[config.mk]
export PLATFORM = sky130hd
export DESIGN_NAME = min_heap_timer_queue_top_flat
export DESIGN_NICKNAME = d
export VERILOG_FILES = /design/src/mhtq_pkg.sv /design/src/mhtq_if.sv /design/src/mhtq_heap_ram.sv /design/src/min_heap_timer_queue_top.sv /design/src/flat_wrapper.sv
export SDC_FILE = /design/constraint.sdc
export NUM_CORES = 2
export LEC_CHECK = 0
export BUFFER_PORTS_ARGS = -buffer_cell sky130_fd_sc_hd__clkbuf_2
export CORE_MARGIN = 2
export CORE_UTILIZATION = 65
export DETAILED_ROUTE_END_ITERATION = 12
export PLACE_DENSITY_LB_ADDON = 0.12
export REMOVE_ABC_BUFFERS = 1
export SLEW_MARGIN = 0
export SYNTH_ARGS = -nofsm -noshare
export SYNTH_HDL_FRONTEND = slang
export SYNTH_HIERARCHICAL = 1
export SYNTH_SLANG_ARGS = --single-unit
[constraint.sdc]
create_clock -name clock -period 12.25 [get_ports clock]
set_input_delay 0 -clock clock [delete_from_list [all_inputs] [get_ports clock]]
set_output_delay 0 -clock clock [all_outputs]
set_load 0.02 [all_outputs]
[src/mhtq_pkg.sv]
// Package for the min-heap timer queue: constants, opcode and kind codes,
// controller state type. No dependencies.
`default_nettype none
package mhtq_pkg;
   localparam int HEAP_DEPTH_DEF   = 32;
   localparam int HANDLE_COUNT_DEF = 64;
   localparam int TIME_W   = 32;
   localparam int HANDLE_W = 6;
   localparam int OP_W     = 2;
   localparam int KIND_W   = 3;

   localparam logic [OP_W-1:0] OP_ADD    = 2'd0;
   localparam logic [OP_W-1:0] OP_CANCEL = 2'd1;
   localparam logic [OP_W-1:0] OP_TICK   = 2'd2;
   // Not assigned to any operation; the block ignores it.
   localparam logic [OP_W-1:0] OP_SPARE  = 2'd3;

   localparam logic [KIND_W-1:0] KIND_FIRED    = 3'd0;
   localparam logic [KIND_W-1:0] KIND_ADD_OK   = 3'd1;
   localparam logic [KIND_W-1:0] KIND_ADD_FULL = 3'd2;
   localparam logic [KIND_W-1:0] KIND_CANCEL   = 3'd3;
   localparam logic [KIND_W-1:0] KIND_DONE     = 3'd4;

   typedef enum logic [3:0] {
      ST_IDLE,
      ST_UP_RD,
      ST_UP_CMP,
      ST_TK_RD,
      ST_TK_CHK,
      ST_POP_RD,
      ST_POP_LAST,
      ST_DN_RD,
      ST_DN_CMP,
      ST_OUT
   } state_type;
endpackage
`default_nettype wire

[src/mhtq_if.sv]
// Valid/ready channel interfaces for requests and responses.
// Depends on mhtq_pkg.
`default_nettype none
interface mhtq_req_if import mhtq_pkg::*; ();
   logic                valid;
   logic                ready;
   logic [OP_W-1:0]     opcode;
   logic [TIME_W-1:0]   expire_time;
   logic [HANDLE_W-1:0] handle;
   logic [TIME_W-1:0]   now;
   modport source (output valid, opcode, expire_time, handle, now, input ready);
   modport sink   (input valid, opcode, expire_time, handle, now, output ready);
endinterface

interface mhtq_rsp_if import mhtq_pkg::*; ();
   logic                valid;
   logic                ready;
   logic [KIND_W-1:0]   kind;
   logic [HANDLE_W-1:0] fired_handle;
   logic                last;
   modport source (output valid, kind, fired_handle, last, input ready);
   modport sink   (input valid, kind, fired_handle, last, output ready);
endinterface
`default_nettype wire

[src/mhtq_heap_ram.sv]
// Heap slot memory: expiry and owner, one write and two read ports,
// registered reads. Depends on mhtq_pkg.
`default_nettype none
module mhtq_heap_ram import mhtq_pkg::*; #(
   parameter int HEAP_DEPTH = HEAP_DEPTH_DEF,
   localparam int AW = $clog2(HEAP_DEPTH)
) (
   input  wire logic                clock,
   input  wire logic                we,
   input  wire logic [AW-1:0]       waddr,
   input  wire logic [TIME_W-1:0]   wexp,
   input  wire logic [HANDLE_W-1:0] wown,
   input  wire logic [AW-1:0]       raddr_a,
   input  wire logic [AW-1:0]       raddr_b,
   output logic      [TIME_W-1:0]   rexp_a,
   output logic      [HANDLE_W-1:0] rown_a,
   output logic      [TIME_W-1:0]   rexp_b,
   output logic      [HANDLE_W-1:0] rown_b
);
   logic [TIME_W+HANDLE_W-1:0] mem [HEAP_DEPTH];

   always_ff @(posedge clock) begin
      if (we) begin
         mem[waddr] <= {wexp, wown};
      end
      {rexp_a, rown_a} <= mem[raddr_a];
      {rexp_b, rown_b} <= mem[raddr_b];
   end
endmodule
`default_nettype wire

[src/min_heap_timer_queue_top.sv]
// Top level of the min-heap timer queue: controller, live marks, heap memory.
// Depends on mhtq_pkg, mhtq_if and mhtq_heap_ram.
`default_nettype none
// Steps from accepting a request to its response: cancel and a rejected add
// answer from idle; an add into an empty heap goes straight to the output
// step, else it reads and compares the parent for each level on the way up.
// A tick reads and checks the root; per popped entry it reads the last slot,
// then reads and compares the children for each level the hole moves down and
// ends in the output step, or rechecks the root when the pop empties the heap.
// A fired response does not hold up the tick unless the response channel
// stalls. One request is taken at a time, only while idle. Synchronous reset
// clears the count, live marks and controller; heap slots are left unwritten.
module min_heap_timer_queue_top import mhtq_pkg::*; #(
   parameter int HEAP_DEPTH   = HEAP_DEPTH_DEF,
   parameter int HANDLE_COUNT = HANDLE_COUNT_DEF
) (
   input wire logic clock,
   input wire logic reset,
   mhtq_req_if.sink   req,
   mhtq_rsp_if.source rsp
);
   localparam int AW = $clog2(HEAP_DEPTH);
   localparam int CW = $clog2(HEAP_DEPTH + 1);
   localparam int HW = $clog2(HANDLE_COUNT);

   state_type state_ff, state_in;
   logic [CW-1:0]       count_ff, count_in;
   logic [CW-1:0]       hole_ff, hole_in;
   logic [TIME_W-1:0]   key_ff, key_in;
   logic [HANDLE_W-1:0] own_ff, own_in;
   logic [TIME_W-1:0]   now_ff, now_in;
   logic                tick_ff, tick_in;
   logic [HANDLE_COUNT-1:0] live_ff, live_in;
   logic                ovalid_ff, ovalid_in;
   logic [KIND_W-1:0]   okind_ff, okind_in;
   logic [HANDLE_W-1:0] ohandle_ff, ohandle_in;
   logic                olast_ff, olast_in;

   logic                we;
   logic [AW-1:0]       waddr, ra, rb;
   logic [TIME_W-1:0]   wexp, rexp_a, rexp_b;
   logic [HANDLE_W-1:0] wown, rown_a, rown_b;

   mhtq_heap_ram #(.HEAP_DEPTH(HEAP_DEPTH)) u_ram (
      .clock, .we, .waddr, .wexp, .wown,
      .raddr_a(ra), .raddr_b(rb),
      .rexp_a, .rown_a, .rexp_b, .rown_b
   );

   // Index helpers, widened so that 2*hole+2 never wraps.
   logic [CW:0] left_w, right_w, parent_w;
   assign left_w   = {hole_ff, 1'b1};
   assign right_w  = {hole_ff, 1'b0} + (CW+1)'(2);
   assign parent_w = ({1'b0, hole_ff} - (CW+1)'(1)) >> 1;

   // Live mark of the entry at the heap root, read while a tick checks it.
   logic handle_live;
   assign handle_live = (HW >= HANDLE_W || rown_a < HANDLE_W'(HANDLE_COUNT))
                        && live_ff[HW'(rown_a)];

   logic rsp_free;
   assign rsp_free = !ovalid_ff || rsp.ready;
   assign req.ready = (state_ff == ST_IDLE) && rsp_free;
   assign rsp.valid = ovalid_ff;
   assign rsp.kind = okind_ff;
   assign rsp.fired_handle = ohandle_ff;
   assign rsp.last = olast_ff;

   logic req_fire;
   assign req_fire = req.valid && req.ready;

   // Child selection for the sift-down: the right child wins only when it
   // exists and is strictly smaller than the left one.
   logic right_ok, pick_right;
   logic [TIME_W-1:0]   c_exp;
   logic [HANDLE_W-1:0] c_own;
   always_comb begin
      right_ok   = right_w < {1'b0, count_ff};
      pick_right = right_ok && (rexp_a > rexp_b);
      c_exp = pick_right ? rexp_b : rexp_a;
      c_own = pick_right ? rown_b : rown_a;
   end

   // Next-state logic.
   always_comb begin
      state_in = state_ff;
      case (state_ff)
         ST_IDLE: begin
            if (req_fire) begin
               if (req.opcode == OP_ADD && count_ff != CW'(HEAP_DEPTH)) begin
                  state_in = (count_ff == '0) ? ST_OUT : ST_UP_RD;
               end else if (req.opcode == OP_TICK) begin
                  state_in = ST_TK_RD;
               end
            end
         end
         ST_UP_RD:  state_in = ST_UP_CMP;
         ST_UP_CMP: begin
            if (rexp_a <= key_ff || parent_w == '0) state_in = ST_OUT;
            else state_in = ST_UP_RD;
         end
         ST_TK_RD:  state_in = ST_TK_CHK;
         ST_TK_CHK: begin
            if (count_ff != '0 && rexp_a <= now_ff) begin
               if (!handle_live || rsp_free) state_in = ST_POP_RD;
            end else if (rsp_free) begin
               state_in = ST_IDLE;
            end
         end
         ST_POP_RD:   state_in = ST_POP_LAST;
         ST_POP_LAST: state_in = (count_ff == '0) ? ST_TK_RD : ST_DN_RD;
         ST_DN_RD: begin
            // No left child: the moved entry lands at the hole.
            if (left_w >= {1'b0, count_ff}) state_in = ST_OUT;
            else state_in = ST_DN_CMP;
         end
         ST_DN_CMP: begin
            // A child strictly greater than the moved entry stops the descent.
            if (c_exp <= key_ff) state_in = ST_DN_RD;
            else state_in = ST_OUT;
         end
         ST_OUT: begin
            if (rsp_free) state_in = tick_ff ? ST_TK_RD : ST_IDLE;
         end
         default: state_in = ST_IDLE;
      endcase
   end

   // Datapath and output logic.
   always_comb begin
      count_in = count_ff; hole_in = hole_ff; key_in = key_ff; own_in = own_ff;
      now_in = now_ff; tick_in = tick_ff; live_in = live_ff;
      ovalid_in = ovalid_ff && !rsp.ready;
      okind_in = okind_ff; ohandle_in = ohandle_ff; olast_in = olast_ff;
      we = 1'b0; waddr = '0; wexp = key_ff; wown = own_ff;
      ra = '0; rb = '0;
      case (state_ff)
         ST_IDLE: begin
            if (req_fire) begin
               key_in = req.expire_time; own_in = req.handle; now_in = req.now;
               hole_in = count_ff; tick_in = 1'b0;
               okind_in = KIND_ADD_OK; ohandle_in = req.handle; olast_in = 1'b1;
               case (req.opcode)
                  OP_ADD: begin
                     if (count_ff == CW'(HEAP_DEPTH)) begin
                        okind_in = KIND_ADD_FULL; ovalid_in = 1'b1;
                     end else begin
                        count_in = count_ff + CW'(1);
                        if (HW >= HANDLE_W || req.handle < HANDLE_W'(HANDLE_COUNT))
                           live_in[HW'(req.handle)] = 1'b1;
                     end
                  end
                  OP_CANCEL: begin
                     okind_in = KIND_CANCEL; ovalid_in = 1'b1;
                     if (HW >= HANDLE_W || req.handle < HANDLE_W'(HANDLE_COUNT))
                        live_in[HW'(req.handle)] = 1'b0;
                  end
                  OP_TICK: tick_in = 1'b1;
                  default: ;
               endcase
            end
         end
         ST_UP_RD: ra = AW'(parent_w);
         ST_UP_CMP: begin
            if (rexp_a > key_ff) begin
               we = 1'b1; waddr = AW'(hole_ff); wexp = rexp_a; wown = rown_a;
               hole_in = CW'(parent_w);
            end
         end
         ST_TK_RD: ra = '0;
         ST_TK_CHK: begin
            if (count_ff != '0 && rexp_a <= now_ff) begin
               if (handle_live && rsp_free) begin
                  ovalid_in = 1'b1; okind_in = KIND_FIRED;
                  ohandle_in = rown_a; olast_in = 1'b0;
               end
            end else if (rsp_free) begin
               ovalid_in = 1'b1; okind_in = KIND_DONE;
               ohandle_in = '0; olast_in = 1'b1;
            end
         end
         ST_POP_RD: begin
            count_in = count_ff - CW'(1);
            ra = AW'(count_ff - CW'(1));
            hole_in = '0;
         end
         ST_POP_LAST: begin
            key_in = rexp_a; own_in = rown_a;
         end
         ST_DN_RD: begin
            ra = AW'(left_w); rb = AW'(right_w);
         end
         ST_DN_CMP: begin
            if (c_exp <= key_ff) begin
               we = 1'b1; waddr = AW'(hole_ff); wexp = c_exp; wown = c_own;
               hole_in = pick_right ? CW'(right_w) : CW'(left_w);
            end
         end
         ST_OUT: begin
            if (rsp_free) begin
               we = 1'b1; waddr = AW'(hole_ff);
               if (!tick_ff) ovalid_in = 1'b1;
            end
         end
         default: ;
      endcase
   end

   always_ff @(posedge clock) begin
      if (reset) begin
         state_ff <= ST_IDLE; count_ff <= '0; live_ff <= '0;
         ovalid_ff <= 1'b0; tick_ff <= 1'b0;
      end else begin
         state_ff <= state_in; count_ff <= count_in; live_ff <= live_in;
         ovalid_ff <= ovalid_in; tick_ff <= tick_in;
      end
      hole_ff <= hole_in; key_ff <= key_in; own_ff <= own_in; now_ff <= now_in;
      okind_ff <= okind_in; ohandle_ff <= ohandle_in; olast_ff <= olast_in;
   end

   a_count_bound: assert property (@(posedge clock) disable iff (reset)
      count_ff <= CW'(HEAP_DEPTH)) else $error("entry count above depth");
   a_idle_only_accept: assert property (@(posedge clock) disable iff (reset)
      req.ready |-> state_ff == ST_IDLE) else $error("accept outside idle");
   a_out_hold: assert property (@(posedge clock) disable iff (reset)
      rsp.valid && !rsp.ready |=> rsp.valid && $stable(rsp.kind))
      else $error("response dropped");
endmodule
`default_nettype wire
[src/flat_wrapper.sv]
// flat-port wrapper written by rule: the top's interface ports become plain ports
module min_heap_timer_queue_top_flat import mhtq_pkg::*;
#(
   parameter int HEAP_DEPTH   = HEAP_DEPTH_DEF,
   parameter int HANDLE_COUNT = HANDLE_COUNT_DEF
)
  (clock, reset, req_valid, req_opcode, req_expire_time, req_handle, req_now, req_ready, rsp_valid, rsp_kind, rsp_fired_handle, rsp_last, rsp_ready);
  mhtq_req_if req_i ();
  mhtq_rsp_if rsp_i ();
  input wire logic clock;
  input wire logic reset;
  input wire logic [$bits(req_i.valid)-1:0] req_valid;
  input wire logic [$bits(req_i.opcode)-1:0] req_opcode;
  input wire logic [$bits(req_i.expire_time)-1:0] req_expire_time;
  input wire logic [$bits(req_i.handle)-1:0] req_handle;
  input wire logic [$bits(req_i.now)-1:0] req_now;
  output wire logic [$bits(req_i.ready)-1:0] req_ready;
  output wire logic [$bits(rsp_i.valid)-1:0] rsp_valid;
  output wire logic [$bits(rsp_i.kind)-1:0] rsp_kind;
  output wire logic [$bits(rsp_i.fired_handle)-1:0] rsp_fired_handle;
  output wire logic [$bits(rsp_i.last)-1:0] rsp_last;
  input wire logic [$bits(rsp_i.ready)-1:0] rsp_ready;
  assign req_i.valid = req_valid;
  assign req_i.opcode = req_opcode;
  assign req_i.expire_time = req_expire_time;
  assign req_i.handle = req_handle;
  assign req_i.now = req_now;
  assign req_ready = req_i.ready;
  assign rsp_valid = rsp_i.valid;
  assign rsp_kind = rsp_i.kind;
  assign rsp_fired_handle = rsp_i.fired_handle;
  assign rsp_last = rsp_i.last;
  assign rsp_i.ready = rsp_ready;
  min_heap_timer_queue_top #(.HEAP_DEPTH(HEAP_DEPTH), .HANDLE_COUNT(HANDLE_COUNT)) u_core (.clock(clock), .reset(reset), .req(req_i), .rsp(rsp_i));
endmodule
# --- Yosys cells after proc, flatten, opt, wreduce, memory -nomap -nowiden ---
# Memory sizes are Yosys's and may differ from the RTL's. A register that Yosys moved wholly into a read port is not among the register bits.
# Index checks and enable logic that the tools add are counted.
totals:
  reg_bits: 162
  output_inout_bits: 12
  ram_bits: 1216
  word_cells: 164
  mem_count: 1
  input_bits: 76
memory_table:
  columns: ["name", "words", "word_bits", "read_ports", "rd_ports_with_merged_regs", "write_ports", "line", "rtl"]
  rows:
  - ["u_core.u_ram.mem", 32, 38, 2, 2, 1, "mhtq_heap_ram.sv:20", "logic [TIME_W+HANDLE_W-1:0] mem [HEAP_DEPTH];"]
op_classes:
  n_reduce_logical: 31
  bitwise: 3
  order_cmp: 10
  eq_ne: 24
  add_sub_neg: 4
  mux: 79
op_table:
  columns: ["op", "count"]
  rows:
  - ["2-to-1 mux 32 bit", 4]
  - ["case mux 32 bit (2 select lines)", 2]
  - ["case mux 64 bit (2 select lines)", 1]
  - ["less-or-equal comparator 32 bit", 3]
  - ["2-to-1 mux 6 bit", 14]
  - ["bitwise AND 64 bit", 1]
  - ["greater-than comparator 32 bit", 2]
  - ["2-to-1 mux 64 bit", 1]
  - ["NOT 64 bit", 1]
  - ["OR 64 bit", 1]
  - ["case mux 6 bit (2 select lines)", 4]
  - ["2-to-1 mux 4 bit", 10]
  - ["case mux 4 bit (10 select lines)", 1]
  - ["case mux 5 bit (3 select lines)", 2]
  - ["case mux 6 bit (4 select lines)", 1]
  - ["2-to-1 mux 1 bit", 20]
  - ["2-to-1 mux 5 bit", 4]
  - ["== test 4 x 3 -> 1 bit, second input constant", 4]
  - ["AND reduction 4 bit", 4]
  - ["2-to-1 mux 3 bit", 5]
  - ["less-than comparator 6 x 7 -> 1 bit, second input constant", 2]
  - ["case mux 3 bit (2 select lines)", 2]
  - ["inequality test 3 bit, second input constant", 3]
  - ["== test 4 x 2 -> 1 bit, second input constant", 2]
  - ["33 further kinds", 57]

# --- Depth between registers and ports, before layout ---
logic_depth:
  word_depth: 9
  ltp_mapped: 22
  depth_no_buf: 20

# --- By module ---
# The synthesis kept the hierarchy.
modules_own_cells:
  columns: ["module", "area_per_inst_um2", "cells_each", "instances", "seq_area_each_um2"]
  rows:
  - ["mhtq_heap_ram", 59525.8, 4088, 1, 38036.5]
  - ["min_heap_timer_queue_top", 12478.2, 1303, 1, 4103.9]

# --- Worst setup path after synthesis ---
# No wires, ideal clock.
synth_timing:
  kind: "register -> register"
  start: "register u_core.hole_ff[0]"
  end: "memory u_core/u_ram/mem[17][0] (netlist bit), enable pin"
  arrival_time_ps: 6705
  path_slack_ps: 5112
  setup_ps: 433
  t_required_ps: 11817
  path_stages_with_launch: 21
  n_path_buf: 1
  period_less_slack_ps: 7138
  path_cell_list: "edfxtp_1 -> inv_1 -> ha_1 -> ha_1 -> o21a_1 -> o31ai_1 -> a21oi_1 -> a2111oi_4 -> o21ai_4 -> buf_6 -> mux2_4 -> ha_1 -> nand4_1 -> nor4_1 -> and2_1 -> a21oi_1 -> o21ai_2 -> a31oi_1 -> nor3b_1 -> or3b_2 -> nor2_1"
synth_between:
  elab_cells_between_ends: 13
  classes_between: "1 x add/sub; 2 x order compare; 9 x mux; 1 x reduce/logical"
synth_lines:
  columns: ["item", "line", "rtl"]
  rows:
  - ["start: declaration", "min_heap_timer_queue_top.sv:28", "logic [CW-1:0] hole_ff, hole_in;"]
  - ["start signal: assignment", "min_heap_timer_queue_top.sv:217", "hole_ff <= hole_in; key_ff <= key_in; own_ff <= own_in; now_ff <= now_in;"]
  - ["adder 7 x 2 -> 7 bit", "min_heap_timer_queue_top.sv:53", "assign right_w = {hole_ff, 1'b0} + (CW+1)'(2);"]
  - ["less-than comparator 7 x 6 -> 1 bit", "min_heap_timer_queue_top.sv:78", "right_ok = right_w < {1'b0, count_ff};"]
  - ["logical AND 1 bit", "min_heap_timer_queue_top.sv:79", "pick_right = right_ok && (rexp_a > rexp_b);"]
  - ["2-to-1 mux 32 bit", "min_heap_timer_queue_top.sv:80", "c_exp = pick_right ? rexp_b : rexp_a;"]
  - ["less-or-equal comparator 32 bit", "min_heap_timer_queue_top.sv:194", "if (c_exp <= key_ff) begin"]
  - ["2-to-1 mux 5 bit", "min_heap_timer_queue_top.sv:194", null]
  - ["case mux 5 bit (3 select lines)", "min_heap_timer_queue_top.sv:137", "case (state_ff)"]
  - ["net u_core.waddr[4]", "min_heap_timer_queue_top.sv:40", "logic [AW-1:0] waddr, ra, rb;"]
  - ["end: declaration", "mhtq_heap_ram.sv:20", null]
# The timed path passes the listed nets, and every way through them passes these cells.

# --- Worst setup path after layout ---
layout_timing:
  start: "register u_core.u_ram.rexp_a[27], read port of u_core.u_ram.mem"
  end: "memory u_core/u_ram/mem[25][37] (netlist bit), enable pin"
layout_between:
  elab_cells_between_ends: 13
  classes_between: "3 x order compare; 9 x mux; 1 x reduce/logical"
layout_lines:
  columns: ["item", "line", "rtl"]
  rows:
  - ["start: declaration", "mhtq_heap_ram.sv:15", "output logic [TIME_W-1:0] rexp_a,"]
  - ["greater-than comparator 32 bit", "min_heap_timer_queue_top.sv:79", null]
  - ["logical AND 1 bit", "min_heap_timer_queue_top.sv:79", null]
  - ["2-to-1 mux 32 bit", "min_heap_timer_queue_top.sv:80", null]
  - ["less-or-equal comparator 32 bit", "min_heap_timer_queue_top.sv:194", null]
  - ["2-to-1 mux 5 bit", "min_heap_timer_queue_top.sv:194", null]
  - ["case mux 5 bit (3 select lines) (*)", "min_heap_timer_queue_top.sv:137", null]
  - ["net u_core.waddr[4]", "min_heap_timer_queue_top.sv:40", null]
# Mark *: on every way through the listed nets, which the timed path passes. The rest lies on a longest branch.

==> results.sh <==
export IMPL_layout_commonest_cell="edfxtp_1"
export IMPL_grt_overflow_total=0
export IMPL_cp_max_fo=32
export IMPL_status="finished, violations left"
export IMPL_clk_pin_slew_ns=0.06
export IMPL_routed_wl_mm=226
export IMPL_gr_usage_all_layers_pct=39.5
export IMPL_cts_sinks=1454
export IMPL_vias=50000
export IMPL_tritoncts="done"
export IMPL_p_sw_share_pct=37.0
export IMPL_clock_skew_final_ns=0.0313
export IMPL_multiInputGateArea_um2=27500
export IMPL_clock_power_share_pct=25.3
export IMPL_pin_count=88
export IMPL_syn_to_final_growth_pct=10.1
export IMPL_hpwl_mm=131
export IMPL_ir_drop_mv=0.186
export IMPL_syn_area_um2=72000
export IMPL_port_buffers=87
export IMPL_clock_path_buffers=3
export IMPL_routabilityCongestion=0.983
export IMPL_finalHoldViolCount=0
export IMPL_ys_seq_area_share_pct=58.5
export IMPL_drive_gt1_share_pct=10.1
export IMPL_cp_end_kind="flip-flop"
export IMPL_maxCapViolCount=0
export IMPL_post_route_period_util_pct=71.8
export IMPL_ys_types=74
export IMPL_period_needed_ns=8.79
export IMPL_violations="slew limit"
export IMPL_grt_pass1_wl_mm=323
export IMPL_ant_nets=0
export IMPL_clk_latency_ns=0.78
export IMPL_die_h_um=337
export IMPL_route_detailed_drc=0
export IMPL_grt_pass1_vias=48500
export IMPL_tightest_slew_ns=16.73
export IMPL_drt_iter0_markers=7232
export IMPL_synthFlopType="edfxtp_1"
export IMPL_p_per_area_nw_per_um2=226
export IMPL_leakage_nw=25.1
export IMPL_synth_edf_count=1302
export IMPL_setup_violations=0
export IMPL_cp_start_kind="flip-flop"
export IMPL_final_cell_mix="edfxtp_1, mux2i_1, a21oi_1"
export IMPL_fin_nets=5693
export IMPL_syn_inst=5391
export IMPL_ctsHtreeMaxLevel=4
export IMPL_cts_buffers=151
export IMPL_clockRootBuffer="clkbuf_16"
export IMPL_die_area_um2=113000
export IMPL_seq_power_share_pct=38.5
export IMPL_p_int_mw=11.3
export IMPL_rsz0062_at_grt="false"
export IMPL_slew_headroom_pct=-1020
export IMPL_grt_max_degree=153
export IMPL_power_switching_mw=6.64
export IMPL_row_count=122
export IMPL_hp_class="in -> reg"
export IMPL_hold_ws_ns=0.144
export IMPL_drv_slew=306
export IMPL_totalPowerFinal_mw=18.0
export IMPL_core_area_um2=110000
export IMPL_arrival_ns=9.19
export IMPL_drt_wirelength_per_cell_um=31.9
export IMPL_die_w_um=337
export IMPL_fmax_ghz=0.114
export IMPL_path_class="reg -> reg"
export IMPL_num_antenna_cells=0
export IMPL_synth_seq_cells=1454
export IMPL_p_comb_share_pct=36.2
export IMPL_nFillCells=7307
export IMPL_synthArstFlopShare_pct=0
export IMPL_regArea_um2=42100
export IMPL_syn_avg_cell_area_um2=13.4
export IMPL_worst_ep_required_time_ns=12.65
export IMPL_via_per_inst=7.07
export IMPL_start_util_pct=65.3
export IMPL_yosysWarnings=6
export IMPL_dr_pass1_iters=6
export IMPL_grt_antenna_before_repair=15
==> through the flow <==
step           setup WS (ns)  cell area, um2  utilization, %  instances  TNS (ns)
2_1_floorplan         -27.73           69700               -       5014  -2101.93
3_3_place_gp            3.93           73300            66.5       6698         0
3_5_place_dp            3.78           73300            66.5       6698         0
4_1_cts                 3.76           79300            71.9       7081         0
5_1_grt                 3.25           79300            71.9       7081         0
6_report                3.46           79300            71.9       7081         0
==> repair_timing <==
| item | in CTS | in global routing |
|---|---|---|
| hold buffers | 112 | 0 |
| gates resized for setup | 0 | 0 |
| setup buffers | 0 | 0 |
| hold endpoints to repair | 155 | 0 |
| endpoints found under the setup margin | 0 | 0 |
==> power by group through the flow <==
stage	sequential, mW	combinational, mW	clock [mW]
detailed placement	7.00	6.20	0
global route	6.94	6.77	4.77
finish	6.91	6.50	4.55
CTS	6.90	6.26	4.56
floorplan	6.93	5.00	0
global placement	6.98	6.17	0
==> synthesized netlist by cell type (all sizes together) (3+ instances only) <==
| cell type | instances | share of area (%) |
|---|---|---|
| or3b | 4 | 0.049 |
| inv | 120 | 0.63 |
| or3 | 25 | 0.22 |
| a31oi | 115 | 1.0 |
| and2 | 11 | 0.096 |
| ha | 142 | 2.5 |
| a311oi | 35 | 0.43 |
| o21ai | 71 | 0.51 |
| dfxtp | 152 | 4.2 |
| mux2 | 71 | 1.3 |
| o21a | 5 | 0.052 |
| nor2b | 14 | 0.12 |
| clkbuf | 146 | 0.76 |
| xor2 | 8 | 0.097 |
| nor4 | 12 | 0.13 |
| a21oi | 356 | 2.5 |
| nand3b | 11 | 0.11 |
| o221ai | 3 | 0.036 |
| a21o | 11 | 0.11 |
| nor2 | 86 | 0.45 |
| a221o | 42 | 0.58 |
| nand4 | 37 | 0.32 |
| edfxtp | 1302 | 54 |
| a2111oi | 5 | 0.096 |
| nand2b | 11 | 0.096 |
| nand2 | 295 | 1.5 |
| nor3 | 98 | 0.69 |
| a211oi | 11 | 0.11 |
| buf | 234 | 2.5 |
| a22oi | 243 | 2.5 |
| or2 | 4 | 0.035 |
| xnor2 | 10 | 0.12 |
| and3 | 6 | 0.059 |
| o211ai | 9 | 0.094 |
| nand3 | 256 | 1.8 |
| a221oi | 5 | 0.069 |
| mux4 | 17 | 0.57 |
| nor3b | 8 | 0.10 |
| mux2i | 1225 | 17 |
| a22o | 152 | 1.8 |
| o22ai | 3 | 0.026 |
==> flip-flops by register name, indices dropped and copies added (netlist names), named ones only <==
| register | cells |
|---|---|
| u_core/rsp.last | 1 |
| u_core/state_ff | 4 |
| u_core/u_ram/rexp_b | 32 |
| u_core/rsp.fired_handle | 6 |
| u_core/u_ram/rown_b | 6 |
| u_core/count_ff | 6 |
| u_core/hole_ff | 6 |
| u_core/rsp.valid | 1 |
| u_core/rsp.kind | 3 |
| u_core/tick_ff | 1 |
| u_core/key_ff | 32 |
| u_core/own_ff | 6 |
| u_core/u_ram/rexp_a | 32 |
| u_core/u_ram/mem | 1216 |
| u_core/u_ram/rown_a | 6 |
| u_core/now_ff | 32 |
==> worst max-delay path: stages, from the launching register on <==
cell and delay [ns]:
dfxtp_1 0.37, ha_1 0.35, nand4_1 0.29, nor4_1 0.39, nor3b_2 0.61, a2111oi_4 0.22
o21ai_4 0.25, buf_4 0.65, mux2_4 0.37, ha_1 0.32, nand4_1 0.22, nor4_1 0.64
nand2b_1 0.19, a31oi_1 0.10, o21ai_4 0.28, a31oi_1 0.22, nor3b_1 0.85, nand3b_1 0.53
nor2_4 0.85, buf_4 0.60
==> routing by layer <==
metal	share of wire (%)	GRT usage, %
met1	38	54.3
met2	44	58.5
met3	13	11.1
met4	4.9	18.3
met5	0.024	0
==> cell type report <==
cell class / instances / area share [%]
Multi-Input combinational cell: 3440 / 34.7
Timing Repair Buffer: 308 / 3.14
Clock buffer: 198 / 5.27
Tap cell: 1488 / 2.35
Inverter: 120 / 0.568
Clock inverter: 73 / 0.854
Sequential cell: 1454 / 53.2
==> logic make-up (layout without fill, tap and decap cells) <==
group	count (synthesis)	after routing	synth area share, %
DFF	1454	1454	58.5
muxes	1313	1313	18.9
AOI/OAI and AO/OA	1076	1076	10.1
and+or+nand+nor	887	887	5.93
buffers and inverters	500	699	3.86
adders and majority gates	142	142	2.47
xor gates and xnor gates	18	18	0.219
other	1	4	0.00521
==> worst paths after layout <==
check	start	endpoint	slack (ns)	cells past startpoint
setup / recovery	u_core/u_ram/rexp_a[27]	u_core/u_ram/mem[25][37]	3.46	19
hold / removal	req_expire_time[3]	u_core/key_ff[3]	0.14	3
setup reg to reg	u_core/u_ram/rexp_a[27]	u_core/u_ram/mem[25][37]	3.46	19
hold reg to reg	flip-flop	flip-flop	0.47	2
(Power assumes the default switching activity.)
